[config.mk]
export PLATFORM = sky130hd
export DESIGN_NAME = aod_ctrl
export DESIGN_NICKNAME = d
export VERILOG_FILES = /design/src/design/aod_pkg.sv /design/src/design/aod_ctrl.sv
export SDC_FILE = /design/constraint.sdc
export NUM_CORES = 1
export LEC_CHECK = 0
export BUFFER_PORTS_ARGS = -buffer_cell sky130_fd_sc_hd__buf_2
export CAP_MARGIN = 20
export CORE_MARGIN = 2
export CORE_UTILIZATION = 39
export DETAILED_ROUTE_END_ITERATION = 12
export PLACE_DENSITY = 0.66
export SLEW_MARGIN = 10
export SYNTH_ARGS = -nofsm -noshare
export SYNTH_HDL_FRONTEND = slang
export SYNTH_SLANG_ARGS = --single-unit
[constraint.sdc]
create_clock -name clk -period 3.6 [get_ports clk]
set_input_delay 0.72 -clock clk [delete_from_list [all_inputs] [get_ports clk]]
set_output_delay 0.72 -clock clk [all_outputs]
set_load 0.01 [all_outputs]
[src/design/aod_pkg.sv]
// ----------------------------------------------------------------------------
// aod_pkg
// Shared types and constants of the adaptive onset detector.
// ----------------------------------------------------------------------------
package aod_pkg;

  localparam int CFG_IW = 3;
  localparam int CFG_DW = 16;

  localparam logic [15:0] RANK_RESET  = 16'd64225;
  localparam logic [15:0] DECAY_RESET = 16'd65470;
  localparam logic [15:0] ACT_KEEP    = 16'd64881;
  localparam logic [15:0] ACT_GAIN    = 16'd655;   // 65536 - ACT_KEEP
  localparam logic [6:0]  CTRL_MAX    = 7'd127;
  localparam logic [3:0]  DIV_LAST    = 4'd15;      // 16 fraction bits

  typedef enum logic [2:0] {
    REG_UP    = 3'd0,
    REG_DOWN  = 3'd1,
    REG_RLO   = 3'd2,
    REG_RHI   = 3'd3,
    REG_TWO   = 3'd4,
    REG_SEED  = 3'd5,
    REG_RANK  = 3'd6,
    REG_DECAY = 3'd7
  } aod_reg_t;

  typedef enum logic [4:0] {
    OP_NONE,
    OP_LOAD,
    OP_SMUL1,
    OP_SMUL2,
    OP_COMMIT,
    OP_PASS,
    OP_TMUL1,
    OP_TMUL2,
    OP_TSUM,
    OP_DIV_INIT_L,
    OP_DIV_INIT_C,
    OP_DIV_STEP,
    OP_DIV_END_L,
    OP_DIV_END_C,
    OP_AMUL,
    OP_ASUM,
    OP_OUT
  } aod_op_t;

  typedef struct packed {
    aod_op_t op;
    logic    rd_en;
  } aod_cmd_t;

  typedef struct packed {
    logic scan_last;
    logic pass_last;
  } aod_status_t;

endpackage

[src/design/aod_ctrl.sv]
// ----------------------------------------------------------------------------
// aod_ctrl
// Sequencer: smoothing, commit, radix-select scan passes, threshold update,
// two divisions, activity update and output hand-off.
// ----------------------------------------------------------------------------
module aod_ctrl #(
  parameter int WINDOW = 128
) (
  input  logic                      clk,
  input  logic                      rst_n,
  input  logic                      in_valid,
  output logic                      in_stall,
  output logic                      out_valid,
  input  logic                      out_stall,
  input  aod_pkg::aod_status_t      status,
  output aod_pkg::aod_cmd_t         cmd,
  output logic [$clog2(WINDOW)-1:0] rd_addr
);
  import aod_pkg::*;

  localparam int AW = $clog2(WINDOW);

  typedef enum logic [4:0] {
    S_IDLE, S_SMUL1, S_SMUL2, S_COMMIT, S_SCAN, S_DRAIN, S_PASS,
    S_TMUL1, S_TMUL2, S_TSUM, S_DIVL_INIT, S_DIVL, S_DIVL_END,
    S_DIVC_INIT, S_DIVC, S_DIVC_END, S_AMUL, S_ASUM, S_DONE
  } state_t;

  state_t          state_r, state_nxt;
  logic [AW-1:0]   addr_r, addr_nxt;
  logic [3:0]      step_r, step_nxt;
  logic            out_valid_r, out_valid_nxt;
  logic            out_free;

  assign out_free  = !out_valid_r || !out_stall;
  assign in_stall  = (state_r != S_IDLE);
  assign out_valid = out_valid_r;
  assign rd_addr   = addr_r;

  always_comb begin
    state_nxt     = state_r;
    addr_nxt      = addr_r;
    step_nxt      = step_r;
    out_valid_nxt = out_valid_r && out_stall;
    cmd.op        = OP_NONE;
    cmd.rd_en     = 1'b0;
    case (state_r)
      S_IDLE: begin
        if (in_valid) begin
          cmd.op    = OP_LOAD;
          state_nxt = S_SMUL1;
        end
      end
      S_SMUL1: begin
        cmd.op    = OP_SMUL1;
        state_nxt = S_SMUL2;
      end
      S_SMUL2: begin
        cmd.op    = OP_SMUL2;
        state_nxt = S_COMMIT;
      end
      S_COMMIT: begin
        cmd.op    = OP_COMMIT;
        addr_nxt  = '0;
        state_nxt = S_SCAN;
      end
      S_SCAN: begin
        cmd.rd_en = 1'b1;
        addr_nxt  = addr_r + AW'(1);
        if (status.scan_last) begin
          state_nxt = S_DRAIN;
        end
      end
      S_DRAIN: begin
        state_nxt = S_PASS;
      end
      S_PASS: begin
        cmd.op    = OP_PASS;
        addr_nxt  = '0;
        state_nxt = status.pass_last ? S_TMUL1 : S_SCAN;
      end
      S_TMUL1: begin
        cmd.op    = OP_TMUL1;
        state_nxt = S_TMUL2;
      end
      S_TMUL2: begin
        cmd.op    = OP_TMUL2;
        state_nxt = S_TSUM;
      end
      S_TSUM: begin
        cmd.op    = OP_TSUM;
        state_nxt = S_DIVL_INIT;
      end
      S_DIVL_INIT: begin
        cmd.op    = OP_DIV_INIT_L;
        step_nxt  = '0;
        state_nxt = S_DIVL;
      end
      S_DIVL: begin
        cmd.op   = OP_DIV_STEP;
        step_nxt = step_r + 4'd1;
        if (step_r == DIV_LAST) begin
          state_nxt = S_DIVL_END;
        end
      end
      S_DIVL_END: begin
        cmd.op    = OP_DIV_END_L;
        state_nxt = S_DIVC_INIT;
      end
      S_DIVC_INIT: begin
        cmd.op    = OP_DIV_INIT_C;
        step_nxt  = '0;
        state_nxt = S_DIVC;
      end
      S_DIVC: begin
        cmd.op   = OP_DIV_STEP;
        step_nxt = step_r + 4'd1;
        if (step_r == DIV_LAST) begin
          state_nxt = S_DIVC_END;
        end
      end
      S_DIVC_END: begin
        cmd.op    = OP_DIV_END_C;
        state_nxt = S_AMUL;
      end
      S_AMUL: begin
        cmd.op    = OP_AMUL;
        state_nxt = S_ASUM;
      end
      S_ASUM: begin
        cmd.op    = OP_ASUM;
        state_nxt = S_DONE;
      end
      S_DONE: begin
        if (out_free) begin
          cmd.op        = OP_OUT;
          out_valid_nxt = 1'b1;
          state_nxt     = S_IDLE;
        end
      end
      default: begin
        state_nxt = S_IDLE;
      end
    endcase
  end

  always_ff @(posedge clk) begin
    if (!rst_n) begin
      state_r     <= S_IDLE;
      addr_r      <= '0;
      step_r      <= '0;
      out_valid_r <= 1'b0;
    end else begin
      state_r     <= state_nxt;
      addr_r      <= addr_nxt;
      step_r      <= step_nxt;
      out_valid_r <= out_valid_nxt;
    end
  end

endmodule

==> impl.org, run 1 <==
** Finish
- Final cell count without fillers :: 187
- # nets final :: 165
- Number of antenna cells inserted :: 0
- Ratio of cells with drive above 1 in the final layout :: 19.23%
- Most frequent cells in the layout :: 20 x sky130_fd_sc_hd__buf_2, 17 x sky130_fd_sc_hd__dfxtp_1, 15 x sky130_fd_sc_hd__nor2_1
- Growth of design area from synthesis to finish :: 9.513%
- Leaving out fill and tap cells, the most frequent cell in the layout is sky130_fd_sc_hd__buf_2.

** Clock tree
- Clock tree synthesis inserted a total of 3 buffers.
- Clk sink count :: 17
- Clock transition time at the flip-flop clock pins of the worst setup and hold paths :: 0.09 ns
- Source-to-sink clock delay at the later pin of the worst-skew pair :: 0.29 ns
- The clock passes through at most 2 buffers.
- Post-CTS sizing :: 0
- Post-CTS Hold Fix Bufs :: 0
- Post-CTS timing repair inserted 0 buffers for setup.
- CTS built an H-tree with a depth of 1.
- Clock tree from TritonCTS :: yes
- The tree is rooted in a sky130_fd_sc_hd__clkbuf_4.

** Status
- The run finished with clean final reports.

** Run
- Maximum capacitance violations :: 0

** Place
- Routability Congestion :: 0.8388
- After detailed placement, the design holds a cell count of 183.
- The count of buffers added on input and output ports is 20.
- Half-perimeter wire length after placement :: 1.719 mm
- At the placement stage, the worst setup path has a slack of 1.282 ns.

** Worst setup path
- Kind of start point of the critical path :: flop
- Worst Path Required :: 2.88 ns
- Worst Path Arrival :: 1.96 ns
- Of all nets on the critical path, the largest fanout is 28.
- Start-to-end type of the worst setup path :: reg -> out
- Endpoint class of the critical path :: primary output

** Floorplanning
- From left edge to right edge, the die measures 57.86 µm.
- Overall die area :: 0.003347 mm²
- Initial Util :: 41.02%
- 21 I/O pins were placed.
- Area of the core region :: 0.002758 mm²
- In this run the vertical extent of the chip is 57.86 µm.
- Number of placement rows :: 19

** Global route
- Initial antenna violation count :: 0
- The first global-routing pass estimated 3.995 mm of wire.
- Global-route usage over all layers :: 14.96%
- Vias in the first global route :: 910
- Global routing finished with a remaining overflow of 0.
- Maximum number of pins on one net before global-route repair :: 29

** Drt
- In this run, the number of DRC markers left after iteration 0 of detailed routing was 31.
- Total DRC errors in the routed layout :: 0
- Vias after detailed routing :: 1048
- The routed design has 2.385 mm of wire.
- Routed length per instance :: 12.75 µm
- Per-cell via count in the routed design :: 5.604
- In this run the remaining antenna-violating nets after routing total 0.
- The pre-antenna-repair detailed-routing pass consisted of 4 iterations.

** Logic synthesis
- For this run, asynchronously set or reset flops after synthesis account for 0%.
- In the synthesized netlist, the number of instances is 142.
- Net Count, Synth :: 150
- Yosys cell types :: 44
- Counting flops and latches in the post-synthesis netlist gives 17.
- The largest total area in the synthesized netlist belongs to sky130_fd_sc_hd__dfxtp_1.
- The share of synthesized area in the top cell type comes to 30.09%.
- Netlist area before placement :: 0.001131 mm²
- In this run the mean area of a mapped cell was 7.965 µm².
- Post-synth EDFFs :: 0
- Sequential fraction of the synthesis area :: 30.09%
- Area contributors post-synth :: sky130_fd_sc_hd__dfxtp_1 30%, sky130_fd_sc_hd__xor2_1 7.0%, sky130_fd_sc_hd__nor2_1 5.0%
- Warnings, synthesis :: 0
- Among all flip-flop cells after synthesis, the most frequent one is sky130_fd_sc_hd__dfxtp_1.

** Timing
- Number of max-slew violations in the final report :: 0
- Unrepaired setup endpoints after global routing :: false
- Sum of negative setup slack :: 0 ns
- Clock skew on the completed layout was measured at 0.009494 ns.
- Subtracting the final worst setup slack from the clock period gives 2.676 ns.
- Share of the cycle needed by the critical path after routing :: 74.32%
- For the pin with the worst max-slew slack, the measured transition is 0.8459 ns.
- Rel. slew slack :: 43.53%
- Number of hold violations in the final report :: 0
- Timing would allow up to 373.7 MHz.
- Across all setup checks in the final design, the least slack found is 0.9243 ns.
- Final Setup Violations :: 0

** Power
- In this run the static leakage power is 0.5303 nW.
- Power density over the cells :: 295.7 mW/mm²
- VDD sags by at most 0.1908 mV.

** Min path
- The worst hold path belongs to the class reg -> reg.
[flip-flops by register name (all words and copies together) (netlist names)]
name       flops
out_valid      1
state_r        5
rd_addr        7
step_r         4
[per-stage QoR]
stage / utilization, % / area, µm² / hold WS (ns) / total power [mW]
after global routing: 44.92 / 1239 / 0.4898 / 0.3887
after CTS: 44.92 / 1239 / 0.4542 / 0.3690
final: 44.92 / 1239 / 0.4512 / 0.3663
after floorplan: - / 1131 / 0.4214 / 0.2543
after detailed placement: 43.97 / 1212 / 0.4408 / 0.2693
after global placement: 43.97 / 1212 / 0.4406 / 0.2681
[path summary, 6_finish.rpt]
kind              start    endpoint  slack (ns)  depth (start not counted)
max          state_r[2]      cmd[2]        0.92                          4
min reg2reg   step_r[3]   step_r[3]        0.45                          1
max reg2reg  state_r[2]  rd_addr[6]        1.53                          3
min           step_r[3]   step_r[3]        0.45                          1
[where the power goes]
group / internal (mW) / switching [mW]
clock network: 0.0430 / 0.0573
registers: 0.191 / 0.0163
logic: 0.0261 / 0.0327
[layer usage]
layer	vias to the layer above	part of all wire [%]	global-route usage, %	wire length [µm]
met3	4	3.3	2.009	79
met5	-	0	0	0
li1	535	-	-	-
met4	0	1.1	6.977	26
met2	21	47	24.51	1130
met1	488	48	19.45	1148
[final cells by class]
type,instances,area (µm²)
clock buffer,4,26.28
fill,289,1519
inverter,3,11.26
multi-input combinational,112,721.9
sequential,17,340.3
tap,31,38.79
timing repair buffer,20,100.1
[synthesized netlist by cell type (all sizes together) (3+ instances only)]
cell type / count
nor3: 6
xor2: 9
buf: 9
nand4: 3
nand2b: 6
a21oi: 9
inv: 3
o21ai: 12
and3: 3
nor2: 15
dfxtp: 17
nand3b: 4
nand2: 6
nand3: 9
[cells by family (layout without fill, tap and decap cells)]
kind of cell / count (synthesis) / in the layout / share of synthesized area [%]
and+or+nand+nor: 65 / 65 / 33.85
adders and majority gates: 2 / 2 / 2.212
DFF: 17 / 17 / 30.09
buffers and inverters: 13 / 27 / 6.084
xor gates and xnor gates: 10 / 10 / 7.744
AOI/OAI and AO/OA: 35 / 35 / 20.02
[critical path, stage by stage (launching register included)]
cell and delay [ns]:
sky130_fd_sc_hd__dfxtp_1 0.88, sky130_fd_sc_hd__xnor2_1 0.34, sky130_fd_sc_hd__a21oi_1 0.21, sky130_fd_sc_hd__o21ai_0 0.08
sky130_fd_sc_hd__buf_2 0.16
Note: power is estimated with default switching activity, not from simulation.
==> run 2: changes to the inputs <==
==> constraint.sdc (replaced) <==
create_clock -name clk -period 2.5 [get_ports clk]
set_input_delay 0.5 -clock clk [delete_from_list [all_inputs] [get_ports clk]]
set_output_delay 0.5 -clock clk [all_outputs]
set_load 0.01 [all_outputs]
==> run 2 against run 1 <==
Against the previous run:
- worst hold slack better by 0.0015 ns
- via count is 0.48% higher
- sequential cell count stayed put
- critical endpoint is now cmd[5]
- critical path type unchanged
- routed wire length is 0.88% higher
- largest cell class unchanged
- largest power group unchanged
==> impl.org, run 2 (synthesized netlist as in run 1, its figures left out) <==
** Status
- Outcome :: finished, final reports clean

** Floorplanning
- Width of the die :: 57.86 µm
- Overall die area :: 0.003347 mm²
- Ports :: 21
- The initialized floorplan defines 19 standard-cell rows.
- The floorplan step defined a core boundary enclosing 0.002758 mm².
- Initial Util :: 41.02%
- Die H :: 57.86 µm

** Timing
- Post-route minimum period :: 2.354 ns
- After layout, the worst path uses 94.16% of the clock period.
- Final Setup Violations :: 0
- Number of max-slew violations in the final report :: 0
- Actual transition at the worst max-transition pin :: 0.6662 ns
- Achievable Freq :: 424.8 MHz
- Unrepaired setup endpoints after global routing :: false
- Worst setup margin :: 0.1459 ns
- The final number of hold-violating endpoints came to 0.
- Measured against its own limit, the worst slew margin works out to 55.52%.
- Sum of negative setup slack :: 0 ns
- Between clock sinks in the finished design, the worst skew comes to 0.009039 ns.

** Clock tree
- The tree built by TritonCTS fans out to 17 sinks.
- TritonCTS created 3 clock buffers.
- Clock transition time at the flip-flop clock pins of the worst setup and hold paths :: 0.10 ns
- Clock buffer depth :: 2
- In this run the post-CTS setup repair buffer count came out at 0.
- Post-CTS Hold Fix Bufs :: 0
- Source-to-sink clock delay at the later pin of the worst-skew pair :: 0.29 ns
- Buffer cell driving the clock tree root :: sky130_fd_sc_hd__clkbuf_4
- In this run the number of H-tree levels came out at 1.
- Post-CTS sizing :: 0
- Clock tree from TritonCTS :: yes

** Finish
- The post-route netlist has 20.89% of its cells at a drive strength greater than 1.
- Leaving out fill and tap cells, the most frequent cell in the layout is sky130_fd_sc_hd__buf_2.
- Number of flip-flops under the largest register name :: 7
- Relative to the synthesized area, the layout overhead comes to 10.95%.
- The repair_antennas step left the layout with diodes totalling 0.
- After routing the design area is 0.001255 mm².
- For this run, the post-layout net count is 167.
- Most frequent cells in the layout :: 20 x sky130_fd_sc_hd__buf_2, 16 x sky130_fd_sc_hd__dfxtp_1, 15 x sky130_fd_sc_hd__nor2_1

** Place
- Timing analysis after detailed placement gives a worst setup slack of 0.4718 ns.
- The HPWL after detailed placement is 1.744 mm.
- Routability Congestion :: 0.7902
- Placement Cell Area :: 0.001227 mm²
- Quantity of I/O buffers inserted on ports :: 20

** Global route
- Global routing consumed, over all layers together, 16.10% of the routing resources.
- Entering global routing, the biggest net connects 24 pins.
- First-pass GRT wire length :: 4.257 mm
- Summed over all layers, the global routing overflow is 0.
- The number of antenna violations at the first check in global routing was 0.
- The via count of the first global-routing pass is 971.

** Worst setup path
- Worst Path Required :: 2.00 ns
- Kind of start point of the critical path :: flop
- Start-to-end type of the worst setup path :: reg -> out
- Endpoint class of the critical path :: primary output
- Data on the critical path arrives at its endpoint at 1.85 ns.
- Largest driver fanout on the critical path :: 21

** Power
- Power density over the cells :: 421.3 mW/mm²
- Maximum vdd drop :: 0.3211 mV
- Leakage power :: 0.5414 nW

** Drt
- Wire length reported by the detailed router :: 2.406 mm
- Number of iterations in the first detailed-routing pass :: 4
- After detailed routing, the average wire length per cell comes to 12.73 µm.
- Final antenna-violating net count :: 0
- Number of DRC markers after the initial detailed-route iteration :: 16
- Using the TritonRoute via totals, the vias-per-cell ratio works out to 5.571.
- Across all layers, the routed design uses 1053 vias.
- After detailed routing, the number of remaining DRC violations is 0.

** Run
- Maximum capacitance violations :: 0

** Min path
- Classification of the worst-slack hold path :: reg -> reg
run 2: cell count changes in the layout (fill, tap and decap cells not counted), sizes merged:
cell  change
buf       +2
run 2: routing by layer:
layer / global-route usage (%) / vias up / wire, µm
met5: 0 / - / 0
met4: 6.977 / 0 / 21
met3: 2.455 / 2 / 82
met2: 25.81 / 19 / 1130
met1: 21.50 / 491 / 1172
li1: - / 541 / -
run 2: path summary, 6_finish.rpt:
path              start          to  slack (ns)  cells after the start
max          state_r[1]      cmd[5]        0.15                      4
min           step_r[3]   step_r[3]        0.45                      1
max reg2reg  state_r[2]  rd_addr[6]        0.64                      3
min reg2reg   step_r[3]   step_r[3]        0.45                      1
run 2: stage by stage:
step	total power [mW]	utilization (%)	cells	hold WS (ns)
floorplan	0.3662	-	142	0.4214
global placement	0.3867	44.51	185	0.4407
detailed placement	0.3893	44.51	185	0.4423
CTS	0.5357	45.46	189	0.4532
global route	0.5580	45.51	189	0.4851
finish	0.5287	45.51	189	0.4527
run 2: layout make-up:
class	instances	area (µm²)
Multi-Input combinational cell	112	721.9
Clock buffer	4	26.28
Timing Repair Buffer	22	115.1
Sequential cell	17	341.6
Inverter	3	11.26
Fill cell	291	1503
Tap cell	31	38.79
run 2: power by group:
part	leakage [nW]	switching, mW	internal, mW	total (mW)
sequential	0.138	0.0220	0.275	0.297
clock	0.0150	0.0829	0.0620	0.145
combinational	0.389	0.0486	0.0380	0.0866
run 2: critical path: stages (launching register included):
cell                       delay [ns]
sky130_fd_sc_hd__dfxtp_1         0.76
sky130_fd_sc_hd__nand2b_1        0.17
sky130_fd_sc_hd__or3_1           0.36
sky130_fd_sc_hd__a21oi_1         0.13
sky130_fd_sc_hd__buf_2           0.14
==> run 3: changes to the inputs <==
==> constraint.sdc (replaced) <==
create_clock -name clk -period 2.7 [get_ports clk]
set_input_delay 0.54 -clock clk [delete_from_list [all_inputs] [get_ports clk]]
set_output_delay 0.54 -clock clk [all_outputs]
set_load 0.01 [all_outputs]
==> run 3 against run 2 <==
Against the previous run:
- critical path depth unchanged
- worst hold slack better by 0.020 ns
- first-iteration DRC count up 19%
- die area unchanged
- combinational power down 1%
- cell area about the same
==> impl.org, run 3 (synthesized netlist as in run 1, its figures left out) <==
** Floorplanning
- The die covers 0.003347 mm².
- The die is 57.86 µm wide.
- Initial Util :: 41.02%
- Ports :: 21
- Area of the core region :: 0.002758 mm²
- Row generation in the floorplan step produced 19 rows.
- Die H :: 57.86 µm

** Status
- The flow ran to the end, and the final reports show no timing, DRC or antenna violations.

** Worst setup path
- For the worst setup path, the data required time is 2.16 ns.
- Endpoint class of the critical path :: primary output
- Of all nets on the critical path, the largest fanout is 21.
- Start-to-end type of the worst setup path :: reg -> out
- Worst Path Arrival :: 1.84 ns
- Kind of start point of the critical path :: flop
- The setup check on the worst reg-to-reg path leaves a slack of 0.87 ns.

** Finish
- The library cells used most frequently in the layout, excluding fill and tap cells, are 20 x sky130_fd_sc_hd__buf_2, 17 x sky130_fd_sc_hd__dfxtp_1, 15 x sky130_fd_sc_hd__nor2_1.
- Final cell count without fillers :: 189
- The layout has 282 filler cells.
- Growth of design area from synthesis to finish :: 10.84%
- Cells fill 45.46% of the core in the end.
- In the final design database the tool counted 167 nets.
- Cells with a size suffix above 1 make up 20.25% of the layout.
- The library cell used most frequently in the layout, excluding fill and tap cells, is sky130_fd_sc_hd__buf_2.
- Number of antenna cells inserted :: 0
- Number of flip-flops under the largest register name :: 7

** Clock tree
- Counting every sink on the clock net gives 17.
- Buffer cell driving the clock tree root :: sky130_fd_sc_hd__clkbuf_4
- Post-CTS Hold Fix Bufs :: 0
- Buffers inserted during clock tree synthesis total 3.
- Clock-pin slew was measured on the worst setup and hold paths at 0.10 ns.
- Clock tree from TritonCTS :: yes
- Clock buffer depth :: 2
- H-tree lvl count :: 1
- Post-CTS sizing :: 0
- Post-CTS Setup Bufs :: 0
- The later pin in the worst-skew pair is clocked with a latency of 0.28 ns.

** Timing
- Final worst hold slack :: 0.4727 ns
- Actual transition at the worst max-transition pin :: 0.6850 ns
- Counting I/O delays and the setup requirement, the final critical path takes 2.378 ns.
- Share of the cycle needed by the critical path after routing :: 88.08%
- Across the routed clock network, the largest skew measured is 0.001507 ns.
- Number of max-slew violations in the final report :: 0
- Timing would allow up to 420.5 MHz.
- Number of hold violations in the final report :: 0
- Rel. slew slack :: 54.27%
- Setup violations remaining at the end of the flow were counted as 0.
- Sum of negative setup slack :: 0 ns
- Unrepaired setup endpoints after global routing :: false

** Global route
- The via count of the first global-routing pass was 996.
- Remaining global-route overflow :: 0
- Global routing used 16.02% of the available tracks.
- The first global-routing pass estimated 4.312 mm of wire.
- The number of antenna violations at the first check in global routing was 0.
- Entering global routing, the biggest net connects 22 pins.

** Drt
- Number of iterations in the first detailed-routing pass :: 4
- Wires add up to 2.384 mm.
- Dividing the detail-routed wire length by the instance count gives 12.61 µm.
- For this block, the initial DRC count from the detailed router was 19.
- Vias after detailed routing :: 1051
- Final antenna-violating net count :: 0
- Per-cell via count in the routed design :: 5.561
- After detailed routing, the number of remaining DRC violations is 0.

** Place
- Routability Congestion :: 0.8217
- Dpl cells :: 185
- Half-perimeter wire length after placement :: 1.749 mm
- Input and output buffers added on the ports amount to 20.

** Power
- Power density over the cells :: 394.0 mW/mm²
- Summed over all cells, the static leakage comes to 0.5408 nW.
- Power comes to 0.4940 mW.
- Across the VDD grid, the largest voltage drop is 0.2496 mV.

** Min path
- In this run the worst hold path is classified as reg -> reg.

** Run
- Maximum capacitance violations :: 0
[run 3: cell counts in the layout (fill, tap and decap cells not counted)]
No cell type changed its count.
[run 3: metal layers]
metal,routed length (µm),track usage (%),vias up
met2,1067,26.79,27
met5,0,0,-
met3,122,2.679,4
met1,1172,21.10,481
met4,23,4.983,0
li1,-,-,539
[run 3: critical path: stages, from the launching register on]
cell and delay (ns):
sky130_fd_sc_hd__dfxtp_1 0.75, sky130_fd_sc_hd__nand2b_1 0.17, sky130_fd_sc_hd__or3_1 0.36, sky130_fd_sc_hd__a21oi_1 0.13, sky130_fd_sc_hd__buf_2 0.15
[run 3: path summary, 6_finish.rpt]
| check | startpoint | to | cells past startpoint |
|---|---|---|---|
| setup / recovery | state_r[1] | cmd[5] | 4 |
| hold / removal | step_r[3] | step_r[3] | 1 |
| setup reg to reg | state_r[2] | rd_addr[3] | 3 |
| hold reg to reg | step_r[3] | step_r[3] | 1 |
[run 3: layout make-up]
class                           count  area, µm²  area share, %
Inverter                            3      11.26         0.8982
Sequential cell                    17      340.3          27.15
Multi-Input combinational cell    112      721.9          57.58
Tap cell                           31      38.79          3.094
Clock buffer                        4      26.28          2.096
Timing Repair Buffer               22      115.1          9.182
[run 3: stage by stage]
stage | area [µm²] | worst slack, ns
floorplan | 1131 | 0.8874
global placement | 1227 | 0.6976
detailed placement | 1227 | 0.6512
CTS | 1254 | 0.3305
global route | 1254 | 0.1930
finish | 1254 | 0.3220
[run 3: where the power goes]
| group | internal, mW | switching, mW | leakage (nW) |
|---|---|---|---|
| clock network | 0.0573 | 0.0788 | 0.0150 |
| logic | 0.0372 | 0.0483 | 0.389 |
| registers | 0.254 | 0.0178 | 0.137 |
| total | 0.349 | 0.145 | 0.541 |
